`src/sv/sha_pkg.sv`:
```
// ----------------------------------------------------------------------------
// sha_pkg
// Constants, types and round functions shared by the SHA-256 hasher.
// ----------------------------------------------------------------------------
`default_nettype none
package sha_pkg;
  localparam logic [7:0] PAD_BYTE = 8'h80;
  localparam logic [5:0] LENGTH_OFFSET = 6'd56;
  localparam logic CMD_ABSORB = 1'b0;
  localparam logic CMD_FINISH = 1'b1;

  // Byte source codes used when the controller writes the block buffer.
  typedef enum logic [1:0] {
    SRC_DATA = 2'd0,
    SRC_PAD = 2'd1,
    SRC_ZERO = 2'd2,
    SRC_LEN = 2'd3
  } byte_src_t;

  // Commands from the controller to the datapath.
  typedef struct packed {
    logic buf_write;
    byte_src_t buf_src;
    logic [5:0] buf_addr;
    logic count_inc;
    logic count_clear;
    logic comp_init;
    logic round_en;
    logic [5:0] round_idx;
    logic hash_update;
    logic hash_reinit;
    logic [2:0] len_sel;
    logic [2:0] out_sel;
  } dp_cmd_t;

  // Status from the datapath: the schedule word read back is not needed,
  // and the controller does not use the byte count that it carries.
  typedef struct packed {
    logic [63:0] byte_count;
  } dp_stat_t;

  function automatic logic [31:0] initial_hash(input logic [2:0] i);
    case (i)
      3'd0: initial_hash = 32'h6a09e667;
      3'd1: initial_hash = 32'hbb67ae85;
      3'd2: initial_hash = 32'h3c6ef372;
      3'd3: initial_hash = 32'ha54ff53a;
      3'd4: initial_hash = 32'h510e527f;
      3'd5: initial_hash = 32'h9b05688c;
      3'd6: initial_hash = 32'h1f83d9ab;
      default: initial_hash = 32'h5be0cd19;
    endcase
  endfunction

  localparam logic [31:0] ROUND_K [64] = '{
    32'h428a2f98, 32'h71374491, 32'hb5c0fbcf, 32'he9b5dba5,
    32'h3956c25b, 32'h59f111f1, 32'h923f82a4, 32'hab1c5ed5,
    32'hd807aa98, 32'h12835b01, 32'h243185be, 32'h550c7dc3,
    32'h72be5d74, 32'h80deb1fe, 32'h9bdc06a7, 32'hc19bf174,
    32'he49b69c1, 32'hefbe4786, 32'h0fc19dc6, 32'h240ca1cc,
    32'h2de92c6f, 32'h4a7484aa, 32'h5cb0a9dc, 32'h76f988da,
    32'h983e5152, 32'ha831c66d, 32'hb00327c8, 32'hbf597fc7,
    32'hc6e00bf3, 32'hd5a79147, 32'h06ca6351, 32'h14292967,
    32'h27b70a85, 32'h2e1b2138, 32'h4d2c6dfc, 32'h53380d13,
    32'h650a7354, 32'h766a0abb, 32'h81c2c92e, 32'h92722c85,
    32'ha2bfe8a1, 32'ha81a664b, 32'hc24b8b70, 32'hc76c51a3,
    32'hd192e819, 32'hd6990624, 32'hf40e3585, 32'h106aa070,
    32'h19a4c116, 32'h1e376c08, 32'h2748774c, 32'h34b0bcb5,
    32'h391c0cb3, 32'h4ed8aa4a, 32'h5b9cca4f, 32'h682e6ff3,
    32'h748f82ee, 32'h78a5636f, 32'h84c87814, 32'h8cc70208,
    32'h90befffa, 32'ha4506ceb, 32'hbef9a3f7, 32'hc67178f2
  };

  function automatic logic [31:0] rotr(input logic [31:0] x, input int n);
    rotr = (x >> n) | (x << (32 - n));
  endfunction
endpackage
`default_nettype wire

```
`src/sv/sha256_stream_hasher.sv`:
```
// SHA-256 streaming hasher. Send one transfer per message byte with command 0;
// send command 1 to finish, after which eight digest words come out, index 0
// first, last_word set on the eighth. The block then starts a fresh message.
// An absorb byte is taken in the idle state; every 64th byte starts a
// compression (load, 64 rounds through one round unit, hash add) that
// takes no bytes. A finish writes the padding one byte a cycle, runs one
// or two compressions, then a digest word per cycle while out_ready is high.
// ----------------------------------------------------------------------------
// sha256_stream_hasher
// Top level: controller and datapath of the streaming SHA-256 hasher.
// ----------------------------------------------------------------------------
`default_nettype none
module sha256_stream_hasher import sha_pkg::*; (
  input  wire logic        clk,
  input  wire logic        rst,
  input  wire logic        in_valid,
  output      logic        in_ready,
  input  wire logic        command,
  input  wire logic [7:0]  data_byte,
  output      logic        out_valid,
  input  wire logic        out_ready,
  output      logic [31:0] digest_word,
  output      logic [2:0]  word_index,
  output      logic        last_word
);
  dp_cmd_t  cmd;
  dp_stat_t stat;

  // The controller owns all handshakes; the datapath only follows commands.
  sha_controller u_ctrl (
    .clk(clk), .rst(rst), .in_valid(in_valid), .in_ready(in_ready),
    .command(command), .out_valid(out_valid), .out_ready(out_ready),
    .out_idx(word_index), .cmd(cmd), .stat(stat)
  );

  sha_datapath u_dp (
    .clk(clk), .rst(rst), .cmd(cmd), .data_byte(data_byte),
    .stat(stat), .hash_out(digest_word)
  );

  assign last_word = (word_index == 3'd7);
endmodule
`default_nettype wire

```
`src/sv/sha_datapath.sv`:
```
// ----------------------------------------------------------------------------
// sha_datapath
// Block buffer, byte counter, message schedule, round unit and hash state.
// ----------------------------------------------------------------------------
`default_nettype none
module sha_datapath import sha_pkg::*; (
  input  wire logic        clk,
  input  wire logic        rst,
  input  wire dp_cmd_t     cmd,
  input  wire logic [7:0]  data_byte,
  output      dp_stat_t    stat,
  output      logic [31:0] hash_out
);
  // The block buffer is held as sixteen big-endian words; each word is
  // read at a fixed place by the schedule shift line.
  logic [31:0] win [16];
  logic [31:0] hash [8];
  logic [31:0] a, b, c, d, e, f, g, h;
  logic [63:0] byte_count;
  logic [7:0]  wr_byte;
  logic [63:0] bits;
  logic [31:0] w, sg0, sg1, s0, s1, ch, maj, t1, t2;

  assign bits = {byte_count[60:0], 3'b000};

  always_comb begin
    case (cmd.buf_src)
      SRC_DATA: wr_byte = data_byte;
      SRC_PAD:  wr_byte = PAD_BYTE;
      SRC_ZERO: wr_byte = 8'h00;
      default:  wr_byte = bits[{~cmd.len_sel, 3'b000} +: 8];
    endcase
  end

  // Schedule: window index 0 is the word for the current round.
  assign sg0 = rotr(win[1], 7) ^ rotr(win[1], 18) ^ (win[1] >> 3);
  assign sg1 = rotr(win[14], 17) ^ rotr(win[14], 19) ^ (win[14] >> 10);
  assign w = win[0];
  assign s1 = rotr(e, 6) ^ rotr(e, 11) ^ rotr(e, 25);
  assign ch = (e & f) ^ (~e & g);
  assign t1 = h + s1 + ch + ROUND_K[cmd.round_idx] + w;
  assign s0 = rotr(a, 2) ^ rotr(a, 13) ^ rotr(a, 22);
  assign maj = (a & b) ^ (a & c) ^ (b & c);
  assign t2 = s0 + maj;

  always_ff @(posedge clk) begin
    if (cmd.buf_write) begin
      win[cmd.buf_addr[5:2]][{~cmd.buf_addr[1:0], 3'b000} +: 8] <= wr_byte;
    end
    if (cmd.round_en) begin
      for (int i = 0; i < 15; i++) win[i] <= win[i + 1];
      win[15] <= win[0] + sg0 + win[9] + sg1;
      h <= g; g <= f; f <= e; e <= d + t1;
      d <= c; c <= b; b <= a; a <= t1 + t2;
    end else if (cmd.comp_init) begin
      a <= hash[0]; b <= hash[1]; c <= hash[2]; d <= hash[3];
      e <= hash[4]; f <= hash[5]; g <= hash[6]; h <= hash[7];
    end
  end

  always_ff @(posedge clk) begin
    if (rst || cmd.hash_reinit) begin
      for (int i = 0; i < 8; i++) hash[i] <= initial_hash(3'(i));
    end else if (cmd.hash_update) begin
      hash[0] <= hash[0] + a; hash[1] <= hash[1] + b;
      hash[2] <= hash[2] + c; hash[3] <= hash[3] + d;
      hash[4] <= hash[4] + e; hash[5] <= hash[5] + f;
      hash[6] <= hash[6] + g; hash[7] <= hash[7] + h;
    end
    if (rst || cmd.count_clear) begin
      byte_count <= '0;
    end else if (cmd.count_inc) begin
      byte_count <= byte_count + 64'd1;
    end
  end

  assign stat.byte_count = byte_count;
  assign hash_out = hash[cmd.out_sel];
endmodule
`default_nettype wire

```
`src/sv/sha_controller.sv`:
```
// ----------------------------------------------------------------------------
// sha_controller
// Sequences byte intake, padding, compression rounds and digest output.
// ----------------------------------------------------------------------------
`default_nettype none
module sha_controller import sha_pkg::*; (
  input  wire logic       clk,
  input  wire logic       rst,
  input  wire logic       in_valid,
  output      logic       in_ready,
  input  wire logic       command,
  output      logic       out_valid,
  input  wire logic       out_ready,
  output      logic [2:0] out_idx,
  output      dp_cmd_t    cmd,
  input  wire dp_stat_t   stat
);
  typedef enum logic [2:0] {
    S_IDLE, S_INIT, S_ROUND, S_UPDATE, S_PADZ, S_LEN, S_OUT
  } state_t;

  state_t state;
  logic [5:0] fill;
  logic [5:0] rnd;
  logic       finishing;  // compression belongs to a finish
  logic       final_blk;  // length already written into this block
  logic [2:0] lcnt;

  assign in_ready = (state == S_IDLE);
  assign out_valid = (state == S_OUT);
  assign out_idx = lcnt;

  always_comb begin
    cmd = '0;
    cmd.buf_addr = fill;
    cmd.round_idx = rnd;
    cmd.len_sel = lcnt;
    cmd.out_sel = lcnt;
    case (state)
      S_IDLE: begin
        if (in_valid) begin
          cmd.buf_write = 1'b1;
          cmd.buf_src = (command == CMD_FINISH) ? SRC_PAD : SRC_DATA;
          cmd.count_inc = (command == CMD_ABSORB);
        end
      end
      S_INIT: cmd.comp_init = 1'b1;
      S_ROUND: cmd.round_en = 1'b1;
      S_UPDATE: cmd.hash_update = 1'b1;
      S_PADZ: begin
        cmd.buf_write = 1'b1;
        cmd.buf_src = SRC_ZERO;
      end
      S_LEN: begin
        cmd.buf_write = 1'b1;
        cmd.buf_src = SRC_LEN;
        cmd.buf_addr = {3'b111, lcnt};
      end
      S_OUT: begin
        if (out_ready && lcnt == 3'd7) begin
          cmd.hash_reinit = 1'b1;
          cmd.count_clear = 1'b1;
        end
      end
      default: ;
    endcase
  end

  always_ff @(posedge clk) begin
    if (rst) begin
      state <= S_IDLE;
      fill <= '0;
      rnd <= '0;
      finishing <= 1'b0;
      final_blk <= 1'b0;
      lcnt <= '0;
    end else begin
      case (state)
        S_IDLE: begin
          if (in_valid) begin
            fill <= fill + 6'd1;
            if (command == CMD_FINISH) begin
              finishing <= 1'b1;
              final_blk <= 1'b0;
              // A pad byte in the last slot completes the block at once.
              state <= (fill == 6'd63) ? S_INIT : S_PADZ;
            end else if (fill == 6'd63) begin
              finishing <= 1'b0;
              state <= S_INIT;
            end
          end
        end
        S_PADZ: begin
          // Zero up to the length field, or to block end if the pad
          // byte landed past it.
          if (fill == LENGTH_OFFSET && !final_blk) begin
            lcnt <= '0;
            state <= S_LEN;
          end else begin
            fill <= fill + 6'd1;
            if (fill == 6'd63) state <= S_INIT;
          end
        end
        S_LEN: begin
          lcnt <= lcnt + 3'd1;
          if (lcnt == 3'd7) begin
            final_blk <= 1'b1;
            fill <= '0;
            state <= S_INIT;
          end
        end
        S_INIT: begin
          rnd <= '0;
          state <= S_ROUND;
        end
        S_ROUND: begin
          rnd <= rnd + 6'd1;
          if (rnd == 6'd63) state <= S_UPDATE;
        end
        S_UPDATE: begin
          if (!finishing) begin
            state <= S_IDLE;
          end else if (final_blk) begin
            lcnt <= '0;
            state <= S_OUT;
          end else begin
            state <= S_PADZ;  // extra block: fill from zero
          end
        end
        S_OUT: begin
          if (out_ready) begin
            lcnt <= lcnt + 3'd1;
            if (lcnt == 3'd7) begin
              finishing <= 1'b0;
              fill <= '0;
              state <= S_IDLE;
            end
          end
        end
        default: state <= S_IDLE;
      endcase
    end
  end

  logic unused;
  assign unused = ^stat.byte_count[63:61];
endmodule
`default_nettype wire

```
`config.mk`:
```
export PLATFORM = sky130hd
export DESIGN_NAME = sha256_stream_hasher
export DESIGN_NICKNAME = d
export VERILOG_FILES = /design/src/sv/sha_pkg.sv /design/src/sv/sha256_stream_hasher.sv /design/src/sv/sha_datapath.sv /design/src/sv/sha_controller.sv
export SDC_FILE = /design/constraint.sdc
export NUM_CORES = 2
export LEC_CHECK = 0
export BUFFER_PORTS_ARGS = -buffer_cell sky130_fd_sc_hd__buf_2
export CAP_MARGIN = 10
export CORE_ASPECT_RATIO = 2
export CORE_MARGIN = 4
export CORE_UTILIZATION = 55
export CTS_CLUSTER_DIAMETER = 50
export CTS_CLUSTER_SIZE = 16
export DETAILED_ROUTE_END_ITERATION = 16
export PLACE_DENSITY = 0.77
export RECOVER_POWER = 100
export SYNTH_ARGS = -nofsm -noshare
export SYNTH_HDL_FRONTEND = slang
export SYNTH_SLANG_ARGS = --single-unit
export TNS_END_PERCENT = 100
```
`constraint.sdc`:
```
create_clock -name clk -period 39.4 [get_ports clk]
set_clock_uncertainty 0.15 [all_clocks]
set_input_delay 1.97 -clock clk [delete_from_list [all_inputs] [get_ports clk]]
set_output_delay 1.97 -clock clk [all_outputs]
set_load 0.03 [all_outputs]
```
== After elaboration in Yosys (flattened, before gate mapping) ==
Memories as Yosys holds them, arrays and structs flattened. A register that Yosys moved wholly into a read port is not among the register bits.
Cells that the tools add are included.
Operators by class
  add/sub/neg operators: 23
  $lt $le $gt $ge: 1
  equality and inequality tests: 23
  shift-type cells: 3
  multiplexer cells: 93
  bitwise gates (word level): 39
  reduce and logical (&&, ||, !) cells: 18
Operator list (count)
  $mux W32: 37
  $add A32 B32 Y32: 18
  $xor A32 B32 Y32: 9
  $and A32 B32 Y32: 5
  $add A64 B1 Y64 const B: 1
  $shiftx A64 B7 Y8: 1
  $mux W3: 17
  $not A32 Y32: 1
  $or A10 B32 Y32: 1
  $or A13 B32 Y32: 1
  $or A14 B32 Y32: 1
  $or A15 B32 Y32: 1
  $or A19 B32 Y32: 1
  $or A21 B32 Y32: 1
  $or A25 B32 Y32: 1
  $or A26 B32 Y32: 1
  $or A30 B32 Y32: 1
  $or A7 B32 Y32: 1
  $reduce_or A32 Y1: 1
  $shift A8 B7 Y32 const A: 1
  $shiftx A8 B7 Y32: 1
  $xor A32 B22 Y32: 1
  $xor A32 B29 Y32: 1
  $mux W6: 5
  37 further kinds: 91
Storage, ports and cells
  bits in registers: 340
  RAM bits: 768
  memory bits (read-only): 2048
  input bits: 13
  output and inout port bits: 38
  word-level logic and storage cells: 218
  memories: 3
Memory list
  (name not given): depth 64, width 32, read ports 1, clocked after memory_dff 0, wr ports 0, RTL line sha_datapath.sv:41  | assign t1 = h + s1 + ch + ROUND_K[cmd.round_idx] + w;
  u_dp.win: depth 16, width 32, read ports 16, clocked after memory_dff 0, wr ports 16, RTL line sha_datapath.sv:16  | logic [31:0] win [16];
  u_dp.hash: depth 8, width 32, read ports 9, clocked after memory_dff 1, wr ports 8, RTL line sha_datapath.sv:17  | logic [31:0] hash [8];

== Depth between registers and ports, before layout ==
  word-level depth: 9
  gate-level depth with buffers: 43
  gate-level depth less buffers: 41

== Hierarchy ==
From an unflattened synthesis, not the netlist that was laid out.
Second synthesis, totals
  cell total of the unflattened synthesis: 7110
  area, all modules: 73580.6 sq um
Modules (own cells, without submodules)
  sha_datapath: instances 1, cells an instance 6918, area an instance 72070.4 sq um, sequential area each 32030.7 sq um
  sha_controller: instances 1, cells an instance 191, area an instance 1503.9 sq um, sequential area each 400.4 sq um
  sha256_stream_hasher: instances 1, cells an instance 1, area an instance 6.3 sq um, sequential area each 0.0 sq um

== Worst setup path after synthesis ==
OpenSTA, ideal clock, no wires.
  kind: flip-flop to flip-flop
  start point: register u_ctrl.state[1]
  end point: memory u_dp.hash[0][0] (enable)
  library setup time: 1227 ps
  data arrival time: 18887 ps
  data required time: 38023 ps
  slack: 19136 ps
  stages on the path, launching flop included: 5
  buffers on the path: 2
  clock period less this slack: 20264 ps
  path through: dfxtp_1 -> clkbuf_1 -> buf_1 -> nand2_1 -> o21ai_0
RTL lines
  start: declaration: RTL line sha_controller.sv:22  | state_t state;
  start signal: assignment: RTL line sha_controller.sv:86  | state <= (fill == 6'd63) ? S_INIT : S_PADZ;
  end: declaration: RTL line sha_datapath.sv:17

==> out/results.tsv <==
metric	value	unit
status	complete, but fails checks	
violations	max-capacitance violations, max-slew violations	
critical_path_buf_inv_count	7	
clockBufferDepth	3	
ant_nets	0	
synth_adder_area_share	12.2	%
top_register	u_dp.win	
cts_hold_buf	0	
cp_top_family	buffers and inverters	
vias	56862	
largest_reg_flops	512	
syn_area	73400	um^2
comb_power_share	13.3	%
cts-buffers-inserted	98	
tns	0	ns
grt_antenna_before_repair	9	
synth_edf_count	1024	
post-route-min-period	18.17	ns
clk_latency	0.74	ns
worstMarginPinSlew	9.24	ns
maxCapViolCount	35	
synth_mux_area_share	3.73	%
synthCells	7101	
clkSlewWorstSetupHoldPaths	0.07	ns
endpoint_kind	register	
stdcell_count	8814	
sequentialPowerShare	49.4	%
setup_viol_count_final	0	
p_int	1.94	mW
core_area	133000	um^2
die_y	525	um
fin_util	59.0	%
irDropWorstVdd	0.0000422	V
hold_class	reg -> reg	
drt_wl_total	254	mm
io_pins	51	
switchingPower	0.717	mW
dieArea	140000	um^2
cp_max_fo	68	
ys_ff_latch	1108	
drive_gt1_share	5.94	%
drc	0	
gp_congestion	1.11	
tritoncts	built	
synth_seq_area_share	44.2	%
crit_chain	clkbuf_1, ha_1, ha_1, and3_1, clkbuf_1, nor2_4, clkbuf_1, o21ai_0, clkbuf_1, clkbuf_1, clkbuf_1, clkbuf_1	
clock_sinks	1108	
leakagePower	34.3	nW
synthArstFlopShare	0	%
synth_area_leaders	edfxtp_1, ha_1, a21o_1	
powerDensity	34.0	nW/um^2
final-hold-violation-count	0	
ctsHtreeMaxLevel	3	
worstPathRequired	39.49	ns
fin_total_pwr	2.66	mW
routedWlPerCell	28.8	um
path_class	reg -> reg	
crit_arrival	18.26	ns
post-synth-top-area-cell	edfxtp_1	
synth_top_flop_cell	edfxtp_1	
synth_top_family_by_area	compound AO/OA/AOI/OAI gates	
cp-start-kind	register	
cpMaxStageDelayCell	clkbuf_1	
pwr-share-clk	37.3	%
via_per_inst	6.45	
synth_compound_gate_area_share	17.1	%
nNetsFinal	7634	
yosysWarnings	0	
numPortBuffers	50	
rsz0062_at_grt	no	
cts-resized-gates	0	
synth_xor_area_share	7.34	%
root_buffer	clkbuf_16	
slew-limit-headroom	-516	%
fmax	55.0	MHz
timing.hold.ws	0.360	ns
cpMostUsedCell	clkbuf_1	
grt.total_usage	36.0	%
yosys.area_share.simple	11.6	%
grt_pass1_vias	58371	
syn2layout_area_growth	6.65	%
syn_nets	7710	
avgSynthCellArea	10.3	um^2
grt_start_max_net_pins	218	
synth_cell_types	93	
firstDrtPassIters	6	
swShare	27.0	%
initial_core_util	55.3	%
placedCellCount	8633	
drtIter0Drc	5268	
rows	189	
critPathMaxStageDelay	3.25	ns
chipWidth	266	um
fin_crit_sh	46.1	%
synth_top_area_share	41.9	%
grt_overflow	0	
dpl.hpwl	191	mm
report.final.slew_viol_count	2005	
cts_setup_buffers	0	
grt_pass1_wl	372	mm
routing by layer:
layer | share of wire (%) | track usage, % | vias up
li1 | - | - | 25206
met1 | 30 | 34.3 | 27926
met2 | 50 | 63.2 | 2596
met3 | 6.2 | 6.46 | 1128
met4 | 13 | 35.7 | 6
met5 | 0.020 | 0 | -
synth_stat cells, types with 12 or more instances:
master and n:
mux4_2 83, or2_2 18, o31a_1 12, nand4_1 26
a31oi_1 45, fa_1 195, o21a_1 73, xnor2_1 362
o22ai_1 34, o21ai_0 378, nand2b_1 51, nor2b_1 78
edfxtp_1 1024, mux2i_1 43, o31ai_1 32, nand2_1 1048
a311oi_1 12, a21o_1 668, o21bai_1 45, mux2_2 39
a211o_1 16, buf_1 39, and2_1 17, o211ai_1 26
nor2_1 385, ha_1 401, inv_1 353, and3_1 41
a221oi_1 12, dfxtp_1 84, or3_1 45, a211oi_1 45
a21oi_1 367, buf_2 21, nor3_1 96, o21ai_1 46
clkbuf_1 315, nand3_1 97, xor2_1 251
cell families (layout without fill, tap and decap cells):
logic type | Yosys count | in the layout
buffers and inverters | 735 | 720
xor gates and xnor gates | 614 | 614
and+or+nand+nor | 1962 | 1962
adders and majority gates | 602 | 602
DFF | 1108 | 1108
muxes | 165 | 165
other | 0 | 9
AOI/OAI and AO/OA | 1915 | 1915
cells in the final DEF (no fill, tap or decap), types with 51 or more instances in the layout:
cell / count
clkbuf_1: 120
xnor2_1: 362
nand3_1: 97
o21ai_0: 384
nor2b_1: 78
inv_1: 351
fa_1: 195
buf_4: 76
clkbuf_16: 98
ha_1: 401
a21oi_1: 367
xor2_1: 251
nand2_1: 1048
edfxtp_1: 1024
dfxtp_1: 79
nor2_1: 386
mux4_2: 83
nor3_1: 96
a21o_1: 668
o21a_1: 73
nand2b_1: 51
cell type report:
| cell class | count | area [um^2] |
|---|---|---|
| fillers | 11102 | 54400 |
| inverters | 357 | 1340 |
| clock inverters | 52 | 599 |
| multi-input cells | 5258 | 38200 |
| repair buffers | 202 | 1070 |
| well taps | 1719 | 2150 |
| diodes | 9 | 22.5 |
| clock buffers | 109 | 2490 |
| flip-flops and latches | 1108 | 32400 |
power by group through the flow:
stage | logic [mW] | registers, mW | clock network (mW)
floorplan | 0.257 | 1.34 | 0
global placement | 0.339 | 1.34 | 0
detailed placement | 0.347 | 1.34 | 0
CTS | 0.350 | 1.31 | 0.996
global route | 0.386 | 1.31 | 1.04
finish | 0.353 | 1.31 | 0.993
path summary, 6_finish.rpt:
path | startpoint | endpoint | slack [ns] | cells past startpoint
min | u_dp.stat[49]$_SDFFE_PP0P_ | u_dp.stat[49]$_SDFFE_PP0P_ | 0.36 | 2
max | u_ctrl.out_idx[0]$_SDFFE_PP0P_ | u_dp.hash[1][31]$_SDFFCE_PN1P_ | 21.23 | 12
max reg2reg | u_ctrl.out_idx[0]$_SDFFE_PP0P_ | u_dp.hash[1][31]$_SDFFCE_PN1P_ | 21.23 | 12
min reg2reg | u_dp.stat[49]$_SDFFE_PP0P_ | u_dp.stat[49]$_SDFFE_PP0P_ | 0.36 | 2
tightest hold or removal path: stages, from the launching register on:
cell and delay (ns):
dfxtp_1 0.33, o21ai_0 0.08, a21oi_1 0.06
through the flow:
| step | instance area [um^2] | setup WS, ns |
|---|---|---|
| finish | 78300 | 21.23 |
| global route | 78300 | 20.53 |
| CTS | 78600 | 28.87 |
| detailed placement | 75500 | 28.89 |
| global placement | 75500 | 28.95 |
| floorplan | 73400 | 19.14 |
(Power assumes the default switching activity.)
